==> src/rtl/ffha_ram.sv <==
// Generic simple dual-port RAM with registered read
`timescale 1ns / 1ps
module ffha_ram #(
    parameter int WIDTH = 8,
    parameter int DEPTH = 16
) (
    input  logic                     i_clk,
    input  logic                     i_we,
    input  logic [$clog2(DEPTH)-1:0] i_waddr,
    input  logic [WIDTH-1:0]         i_wdata,
    input  logic [$clog2(DEPTH)-1:0] i_raddr,
    output logic [WIDTH-1:0]         o_rdata
);
    logic [WIDTH-1:0] r_mem [DEPTH];
    logic [WIDTH-1:0] r_rdata;

    always_ff @(posedge i_clk) begin
        if (i_we) begin
            r_mem[i_waddr] <= i_wdata;
        end
        r_rdata <= r_mem[i_raddr];
    end

    assign o_rdata = r_rdata;
endmodule

==> config.mk <==
export PLATFORM = sky130hd
export DESIGN_NAME = ffha_ram
export DESIGN_NICKNAME = d
export VERILOG_FILES = /design/src/rtl/ffha_ram.sv
export SDC_FILE = /design/constraint.sdc
export NUM_CORES = 1
export LEC_CHECK = 0
export BUFFER_PORTS_ARGS = -buffer_cell sky130_fd_sc_hd__buf_2
export CAP_MARGIN = 10
export CORE_ASPECT_RATIO = 2
export CORE_MARGIN = 3
export CORE_UTILIZATION = 45
export CTS_BUF_LIST = sky130_fd_sc_hd__clkbuf_2
export DETAILED_ROUTE_END_ITERATION = 8
export SETUP_SLACK_MARGIN = 0.02
export SLEW_MARGIN = 20
export SYNTH_ARGS = -nofsm -noshare
export SYNTH_HDL_FRONTEND = slang
export SYNTH_SLANG_ARGS = --single-unit
export TNS_END_PERCENT = 50
==> constraint.sdc <==
create_clock -name i_clk -period 3.4 [get_ports i_clk]
set_input_delay 0.68 -clock i_clk [delete_from_list [all_inputs] [get_ports i_clk]]
set_output_delay 0.68 -clock i_clk [all_outputs]
set_load 0.01 [all_outputs]
==> results of run 1 <==
## metrics by stage
step / std cells / power (W) / hold WS [ns]
final: 426 / 0.00304 / 0.356
after global routing: 426 / 0.00315 / 0.277
after CTS: 425 / 0.00307 / 0.279
after detailed placement: 393 / 0.00209 / 0.666
after global placement: 393 / 0.00209 / 0.653
after floorplan: 229 / 0.00202 / 0.629
## Yosys cell counts (all sizes together), types with 2 or more instances
cell type and n:
a22oi 16, buf 7, clkdlybuf4s25 3, dfxtp 8, edfxtp 128, mux4 32
nand2 9, nand2b 2, nand3b 2, nor2 13, nor3 4
## logic make-up (layout without fill, tap and decap cells)
group           after synthesis  count (layout)  synth area share (%)
compound gates               16              16                  2.33
mux                          32              32                  15.0
simple gates                 35              35                  3.18
other cells                   0               1                     0
flops                       136             136                  77.8
buf+inv                      10              66                  1.68
## layer usage
| layer | part of all wire, % | routed length (um) | global-route usage (%) | vias up |
|---|---|---|---|---|
| li1 | - | - | - | 1057 |
| met1 | 38 | 3660 | 19.2 | 1218 |
| met2 | 57 | 5520 | 29.8 | 64 |
| met3 | 3.5 | 336 | 4.12 | 17 |
| met4 | 2.1 | 199 | 7.13 | 0 |
| met5 | 0 | 0 | 0 | - |
## worst paths after layout
kind,cells after the start,slack [ns],from,endpoint
max reg2reg,3,2.07,r_mem[1][0]$_DFFE_PP_,o_rdata[0]$_DFF_P_
min reg2reg,3,0.67,r_mem[5][7]$_DFFE_PP_,o_rdata[7]$_DFF_P_
max,1,1.52,o_rdata[7]$_DFF_P_,o_rdata[7]
min,1,0.36,i_wdata[5],r_mem[0][5]$_DFFE_PP_
## power groups by stage
| stage | sequential [W] | clock, W | combinational, W |
|---|---|---|---|
| 5_1_grt | 0.00189 | 0.00109 | 0.000182 |
| 2_1_floorplan | 0.00192 | 0 | 0.0000951 |
| 3_5_place_dp | 0.00192 | 0 | 0.000169 |
| 3_3_place_gp | 0.00192 | 0 | 0.000165 |
| 4_1_cts | 0.00188 | 0.00102 | 0.000169 |
| 6_report | 0.00188 | 0.000988 | 0.000165 |
## registers in the layout (all words and copies together) (netlist names)
signal and count:
o_rdata 8, r_mem 128
## final cells by class
cell class | count | area [um^2] | area share (%)
timing repair buffer | 34 | 193 | 3.39
tap | 140 | 175 | 3.08
sequential | 136 | 4000 | 70.4
antenna | 1 | 2.50 | 0.0440
clock buffer | 20 | 100 | 1.76
multi-input combinational | 83 | 1060 | 18.6
clock inverter | 12 | 153 | 2.69
==> impl_metrics.ini, run 1 <==
[run_status]
outcome = completed

[cts]
clock_insertion_delay_worst_skew_ns = 0.67
cts.sinks = 136
post_cts_hold_buffer_count = 0
numCtsBuffers = 17
cts_root_buffer = sky130_fd_sc_hd__clkbuf_2
tritoncts = done
htree_num_levels = 4
cts_buffer_depth = 2
postCtsSetupRepairBufs = 0
cts.repair.resized = 0
clk_pin_slew_worst_paths_ns = 0.20

[logic_synthesis]
asyncSetResetFlopFracSynth_pct = 0
post_synth_main_area_contributors = sky130_fd_sc_hd__edfxtp_1 (75%), sky130_fd_sc_hd__mux4_2 (7.9%), sky130_fd_sc_hd__mux4_1 (7.1%), sky130_fd_sc_hd__dfxtp_1 (3.1%), sky130_fd_sc_hd__a22oi_1 (2.3%)
synth-warning-count = 0
synth.largest_area_cell = sky130_fd_sc_hd__edfxtp_1
post_synth_num_cell_types = 19
post_synth_inst_count = 229
most_common_flop_cell_mapped_by_yosys = sky130_fd_sc_hd__edfxtp_1
mappedNetlistArea_um2 = 5150
synth.net_count = 247
synth_enable_flop_cells = 128
syn_area_per_cell_um2 = 22.5
synth.top_cell.area_share_pct = 74.7
synth-seq-cells = 136
seq_area_frac_synth_pct = 77.8

[route]
drt_drc_violations_left = 0
detailroute.via_count = 2356
drt-pass1-iter-count = 4
wl_per_cell_um = 22.8
first_iter_violations = 147
ant_nets = 0
postRouteWirelength_mm = 9.71
drt-vias-per-instance = 5.53

[sta]
largest_clock_skew_in_the_final_design_ns = 0.0256
final_max_slew_viol_count = 0
number_of_hold_violations_in_the_final_report = 0
period_minus_slack_ns = 1.88
rsz_0062_raised_after_global_routing = no
fin_crit_sh_pct = 55.3
timing.slew.headroom_pct = 34.7
finalSetupViolCount = 0
final_ws_setup_ns = 1.52
max_freq_mhz = 531
worst-slew-pin-transition_ns = 0.976
fin_tns_setup_ns = 0

[worst_setup_path]
critical_path.top_delay_family = flip-flops
path_cells = buf_2
worst_ep_arrival_time_ns = 1.20
critPathCaptureType = primary output
timing_worst_setup_path_type = flip-flop to primary output
path_max_fanout = 1
cpPeakStageDelay_ns = 0.38
cp.buffers_inverters = 1
cp-start-kind = flip-flop
worstPathRequired_ns = 2.72
crit_path_top_delay_cell = sky130_fd_sc_hd__dfxtp_1

[power_and_ir_drop]
seqPwrFrac_pct = 62.0
pwr-share-comb_pct = 5.4
sw_share_pct = 22.4
power.switching_w = 0.000679
vdd_drop_max_uv = 301
power.leakage_nw = 1.89
pwr-share-clk_pct = 32.5
power-per-cell-area_nw_per_um2 = 534
cellInternalPower_w = 0.00236

[global_routing]
grt_antenna_before_repair = 1
grt_start_max_net_pins = 33
grt_use_total_pct = 16.9
grt.overflow.total = 0
first_global_vias = 2476
wire_length_of_the_first_global_routing_pass_mm = 14.7

[final_layout]
finalNetCount = 290
mostFrequentLayoutCells = sky130_fd_sc_hd__edfxtp_1 (128), sky130_fd_sc_hd__buf_2 (25), sky130_fd_sc_hd__clkbuf_2 (20)
mostFrequentLayoutCell = sky130_fd_sc_hd__edfxtp_1
synthToLayoutAreaGrowth_pct = 10.4
final_cell_area_um2 = 5680
final_layout_size_suffix_gt1_share_pct = 29.5
fillers = 860
final_core_util_pct = 51.6

[die]
core_um2 = 11000
num_io_pins = 26
floorplan.initialDensity_pct = 46.7
dieHeight_um = 157
std_cell_rows = 54
fp.dieArea_um2 = 12800
floorplan.die.width_um = 81.6

[placement]
globalplace.congestion = 0.826
dp_hpwl_mm = 6.73
post-place-ws_ns = 0.964
io_buffer_count = 25
placement.cell_area_um2 = 5430

[flow_run]
cap_violations = 0

[hold_path]
worstHoldPathType = primary input to flip-flop
(Power assumes the default switching activity.)
==> run 2, diff against run 1 <==
==> constraint.sdc (replaced) <==
create_clock -name i_clk -period 1.6 [get_ports i_clk]
set_input_delay 0.32 -clock i_clk [delete_from_list [all_inputs] [get_ports i_clk]]
set_output_delay 0.32 -clock i_clk [all_outputs]
set_load 0.01 [all_outputs]
==> impl_metrics.ini, run 2 (synthesized netlist as in run 1, its figures left out) <==
[worst_setup_path]
r2r.worst_path.cells = 3
worstPathRequired_ns = 1.28
ff2ff_setup_slack_ns = 0.20
critPathCaptureType = primary output
worst_flop_to_flop_path_startpoint = r_mem[1][2]$_DFFE_PP_
worst_ep_arrival_time_ns = 1.15
cp-start-kind = flip-flop
path_cells = buf_6
path_max_fanout = 1
rr_endpoint = o_rdata[2]$_DFF_P_
crit_path_top_delay_cell = sky130_fd_sc_hd__dfxtp_2
cp.buffers_inverters = 1
timing_worst_setup_path_type = flip-flop to primary output
cpPeakStageDelay_ns = 0.38
critical_path.top_delay_family = flip-flops

[sta]
rsz_0062_raised_after_global_routing = yes
final_max_slew_viol_count = 0
max_freq_mhz = 679
timing.slew.headroom_pct = 50.8
worst-slew-pin-transition_ns = 0.736
finalSetupViolCount = 0
number_of_hold_violations_in_the_final_report = 0
fin_crit_sh_pct = 92.0
largest_clock_skew_in_the_final_design_ns = 0.0184
period_minus_slack_ns = 1.47

[global_routing]
first_global_vias = 2567
grt_antenna_before_repair = 1
grt.overflow.total = 0
grt_use_total_pct = 16.9
grt_start_max_net_pins = 21
wire_length_of_the_first_global_routing_pass_mm = 14.9

[die]
floorplan.initialDensity_pct = 46.7
dieHeight_um = 157
fp.dieArea_um2 = 12800
floorplan.die.width_um = 81.6
core_um2 = 11000
num_io_pins = 26
std_cell_rows = 54

[cts]
cts_buffer_depth = 2
htree_num_levels = 4
postCtsSetupRepairBufs = 0
clock_insertion_delay_worst_skew_ns = 0.66
cts_root_buffer = sky130_fd_sc_hd__clkbuf_2
clk_pin_slew_worst_paths_ns = 0.21
tritoncts = done
cts.sinks = 136
numCtsBuffers = 17

[final_layout]
final_layout_size_suffix_gt1_share_pct = 34.6
finalNetCount = 317
final_core_util_pct = 53.7
synthToLayoutAreaGrowth_pct = 15.0
largest_register_ff_count = 128
mostFrequentLayoutCells = sky130_fd_sc_hd__edfxtp_1 (128), sky130_fd_sc_hd__buf_4 (25), sky130_fd_sc_hd__buf_2 (23)
mostFrequentLayoutCell = sky130_fd_sc_hd__edfxtp_1
max_flop_register = r_mem

[placement]
io_buffer_count = 25
globalplace.congestion = 0.789
dp_hpwl_mm = 6.66

[route]
detailroute.via_count = 2428
wl_per_cell_um = 21.2
postRouteWirelength_mm = 9.60
drt-vias-per-instance = 5.36
ant_nets = 0
first_iter_violations = 172
drt_drc_violations_left = 0
drt-pass1-iter-count = 4

[hold_path]
hold_path.startpoint = i_raddr[1]
holdPathStages = 4
worstHoldPathType = primary input to flip-flop
hold-path-endpoint = o_rdata[0]$_DFF_P_

[power_and_ir_drop]
overall_power_w = 0.00614
power-per-cell-area_nw_per_um2 = 1040
power.leakage_nw = 2.01
vdd_drop_max_uv = 506

[run_status]
outcome = completed

[flow_run]
cap_violations = 0
-- run 2: cell type report --
type	instances	area, um^2
clock inverter	15	121
multi-input combinational	83	1060
clock buffer	17	85.1
fill	880	5090
timing repair buffer	61	465
sequential	136	4010
antenna	1	2.50
tap	140	175
-- run 2: routing by layer --
metal	global-route usage, %	up-vias	wire [um]
met5	0	-	0
met4	6.10	0	145
met3	4.87	9	310
met2	30.4	54	5630
met1	18.4	1249	3520
li1	-	1116	-
-- run 2: tightest hold or removal path: stages --
cell and delay, ns:
sky130_fd_sc_hd__buf_2 0.17, sky130_fd_sc_hd__mux4_1 0.19, sky130_fd_sc_hd__a22oi_1 0.08, sky130_fd_sc_hd__nand2_1 0.07
-- run 2: power by group --
group          switching [W]  internal [W]  leakage (nW)
combinational       0.000213      0.000195         0.668
sequential         0.0000212       0.00398          1.22
clock                0.00130      0.000435         0.120
-- run 2: worst max-delay path by stage --
stage | from | end | slack [ns] | cells after the start
final | o_rdata[6]$_DFF_P_ | o_rdata[6] | 0.13 | 1
after global routing | o_rdata[6]$_DFF_P_ | o_rdata[6] | 0.001 | 1
after floorplan | i_waddr[2] | r_mem[3][0]$_DFFE_PP_ | 0.01 | 2
after detailed placement | i_raddr[0] | o_rdata[2]$_DFF_P_ | -0.13 | 5
after CTS | o_rdata[0]$_DFF_P_ | o_rdata[0] | 0.02 | 1
after global placement | i_raddr[0] | o_rdata[2]$_DFF_P_ | -0.13 | 5
-- run 2: per-stage QoR --
stage	hold slack, ns	setup WS, ns	instance area, um^2	cells	TNS [ns]
2_1_floorplan	0.419	0.0139	5150	229	0
3_3_place_gp	0.651	-0.128	5610	412	-0.604
3_5_place_dp	0.663	-0.132	5610	412	-0.579
4_1_cts	0.106	0.0156	5910	452	0
5_1_grt	0.111	0.00127	5920	453	0
6_report	0.187	0.128	5920	453	0
-- run 2: what timing repair did --
item | CTS | global route
resized for setup | 2 | 4
hold buffers | 8 | 0
endpoints found under the setup margin | 2 | 6
hold endpoints to repair | 128 | 0
==> run 3, diff against run 2 <==
--- a/config.mk
+++ b/config.mk
@@ -5,6 +5,7 @@
 export SDC_FILE = /design/constraint.sdc
 export NUM_CORES = 1
 export LEC_CHECK = 0
+export ABC_AREA = 1
 export BUFFER_PORTS_ARGS = -buffer_cell sky130_fd_sc_hd__buf_2
 export CAP_MARGIN = 10
 export CORE_ASPECT_RATIO = 2
==> impl_metrics.ini, run 3 <==
[route]
detailroute.via_count = 3792
ant_nets = 0
wl_per_cell_um = 17.4
first_iter_violations = 181
drt-vias-per-instance = 4.96
drt-pass1-iter-count = 5
drt_drc_violations_left = 0
postRouteWirelength_mm = 13.3

[logic_synthesis]
synth-warning-count = 0
post_synth_inst_count = 551
asyncSetResetFlopFracSynth_pct = 0
synth.top_cells.by_count = sky130_fd_sc_hd__nand2_1 (173), sky130_fd_sc_hd__edfxtp_1 (128), sky130_fd_sc_hd__inv_1 (100), sky130_fd_sc_hd__nand3_1 (97), sky130_fd_sc_hd__nor2_1 (17)
synth.net_count = 569
synth-seq-cells = 136
syn_area_per_cell_um2 = 10.5
synth.largest_area_cell = sky130_fd_sc_hd__edfxtp_1
synth_enable_flop_cells = 128
mappedNetlistArea_um2 = 5770
yosys.cell_count.top_type = sky130_fd_sc_hd__nand2_1
post_synth_main_area_contributors = sky130_fd_sc_hd__edfxtp_1 (67%), sky130_fd_sc_hd__nand2_1 (11%), sky130_fd_sc_hd__nand3_1 (8.4%), sky130_fd_sc_hd__inv_1 (6.5%), sky130_fd_sc_hd__dfxtp_1 (2.8%)
seq_area_frac_synth_pct = 69.4
synth.top_cell.area_share_pct = 66.7
most_common_flop_cell_mapped_by_yosys = sky130_fd_sc_hd__edfxtp_1
post_synth_num_cell_types = 12

[placement]
io_buffer_count = 25
globalplace.congestion = 0.843
dp_hpwl_mm = 8.96

[sta]
max_freq_mhz = 678
period_minus_slack_ns = 1.48
largest_clock_skew_in_the_final_design_ns = 0.0273
worst-slew-pin-transition_ns = 0.442
whs_ns = 0.0701
number_of_hold_violations_in_the_final_report = 0
fin_crit_sh_pct = 92.2
finalSetupViolCount = 0
timing.slew.headroom_pct = 70.5
final_max_slew_viol_count = 0
rsz_0062_raised_after_global_routing = no
fin_tns_setup_ns = 0

[final_layout]
max_flop_register = r_mem
mostFrequentLayoutCells = sky130_fd_sc_hd__nand2_1 (173), sky130_fd_sc_hd__edfxtp_1 (128), sky130_fd_sc_hd__inv_1 (100)
largest_register_ff_count = 128
fillers = 1117
layout.area.seq_um2 = 4010
mostFrequentLayoutCell = sky130_fd_sc_hd__nand2_1
final_core_util_pct = 52.7
synthToLayoutAreaGrowth_pct = 12.7
footprint_of_the_multi_input_gates_um2 = 1210
finalNetCount = 622
final_layout_size_suffix_gt1_share_pct = 13.6

[worst_setup_path]
cp-start-kind = flip-flop
worstPathRequired_ns = 1.28
path_cells = buf_2
critPathCaptureType = primary output
worst_ep_arrival_time_ns = 1.16
cpPeakStageDelay_ns = 0.36
timing_worst_setup_path_type = flip-flop to primary output
crit_path_top_delay_cell = sky130_fd_sc_hd__dfxtp_2
cp.buffers_inverters = 1
path_max_fanout = 1
critical_path.top_delay_family = flip-flops

[die]
fp.dieArea_um2 = 14300
dieHeight_um = 166
core_um2 = 12300
std_cell_rows = 57
floorplan.die.width_um = 86.0
floorplan.initialDensity_pct = 46.7
num_io_pins = 26

[global_routing]
grt.overflow.total = 0
first_global_vias = 3759
grt_antenna_before_repair = 1
grt_start_max_net_pins = 34
grt_use_total_pct = 19.8
wire_length_of_the_first_global_routing_pass_mm = 20.6

[cts]
tritoncts = done
cts_buffer_depth = 2
clk_pin_slew_worst_paths_ns = 0.19
cts_root_buffer = sky130_fd_sc_hd__clkbuf_2
cts.sinks = 136
htree_num_levels = 4
postCtsSetupRepairBufs = 0
numCtsBuffers = 17
clock_insertion_delay_worst_skew_ns = 0.68

[power_and_ir_drop]
vdd_drop_max_uv = 742
power.leakage_nw = 2.85
power-per-cell-area_nw_per_um2 = 1020

[hold_path]
worstHoldPathType = primary input to flip-flop

[run_status]
outcome = completed

[flow_run]
cap_violations = 0
[run 3: path summary, 6_finish.rpt]
| path | start | end | slack, ns | cells after the start |
|---|---|---|---|---|
| worst max-delay path | o_rdata[5]$_DFF_P_ | o_rdata[5] | 0.12 | 1 |
| worst min-delay path | i_wdata[4] | r_mem[3][4]$_DFFE_PP_ | 0.07 | 1 |
| worst max register to register | r_mem[4][0]$_DFFE_PP_ | o_rdata[0]$_DFF_P_ | 0.56 | 6 |
| worst min register to register | r_mem[13][5]$_DFFE_PP_ | o_rdata[5]$_DFF_P_ | 0.68 | 6 |
[run 3: stage by stage]
| step | std cells | cell area [um^2] | power [W] | setup WS [ns] |
|---|---|---|---|---|
| floorplan | 551 | 5770 | 0.00437 | 0.329 |
| global placement | 725 | 6180 | 0.00460 | 0.120 |
| global route | 764 | 6500 | 0.00686 | 0.0412 |
| CTS | 757 | 6430 | 0.00664 | 0.0613 |
| detailed placement | 725 | 6180 | 0.00461 | 0.107 |
| finish | 764 | 6500 | 0.00660 | 0.124 |
[run 3: power by group]
part           internal, W  switching [W]
Clock             0.000861        0.00121
Sequential         0.00398      0.0000232
Combinational     0.000178       0.000357
[run 3: logic make-up (layout without fill, tap and decap cells)]
kind of cell  after synthesis  after routing  share of synthesized area (%)
buf+inv                   126            191                           9.52
flops                     136            136                           69.4
other cells                 0              1                              0
simple gates              289            289                           21.0
[run 3: cell type report]
type                    count  share of cell area [%]
clock buffers              18                    1.39
flip-flops and latches    136                    61.6
repair buffers             58                    7.16
multi-input cells         289                    18.7
diodes                      1                  0.0385
clock inverters            13                    2.39
well taps                 147                    2.83
inverters                 102                    5.89
[run 3: layer usage]
metal  up-vias  routed length, um  part of all wire, %  GRT usage, %
li1       1882                  -                    -             -
met5         -                  0                    0             0
met1      1774               5010                   38          22.5
met2       105               7280                   55          34.7
met3        31                510                  3.8          3.53
met4         0                528                  4.0          10.2
[run 3: timing repair]
| item | 4_1_cts | 5_1_grt |
|---|---|---|
| endpoints found under the hold margin | 8 | 12 |
| setup endpoints to repair | 0 | 1 |
| hold buffers | 1 | 6 |
| gates resized for setup | 0 | 1 |
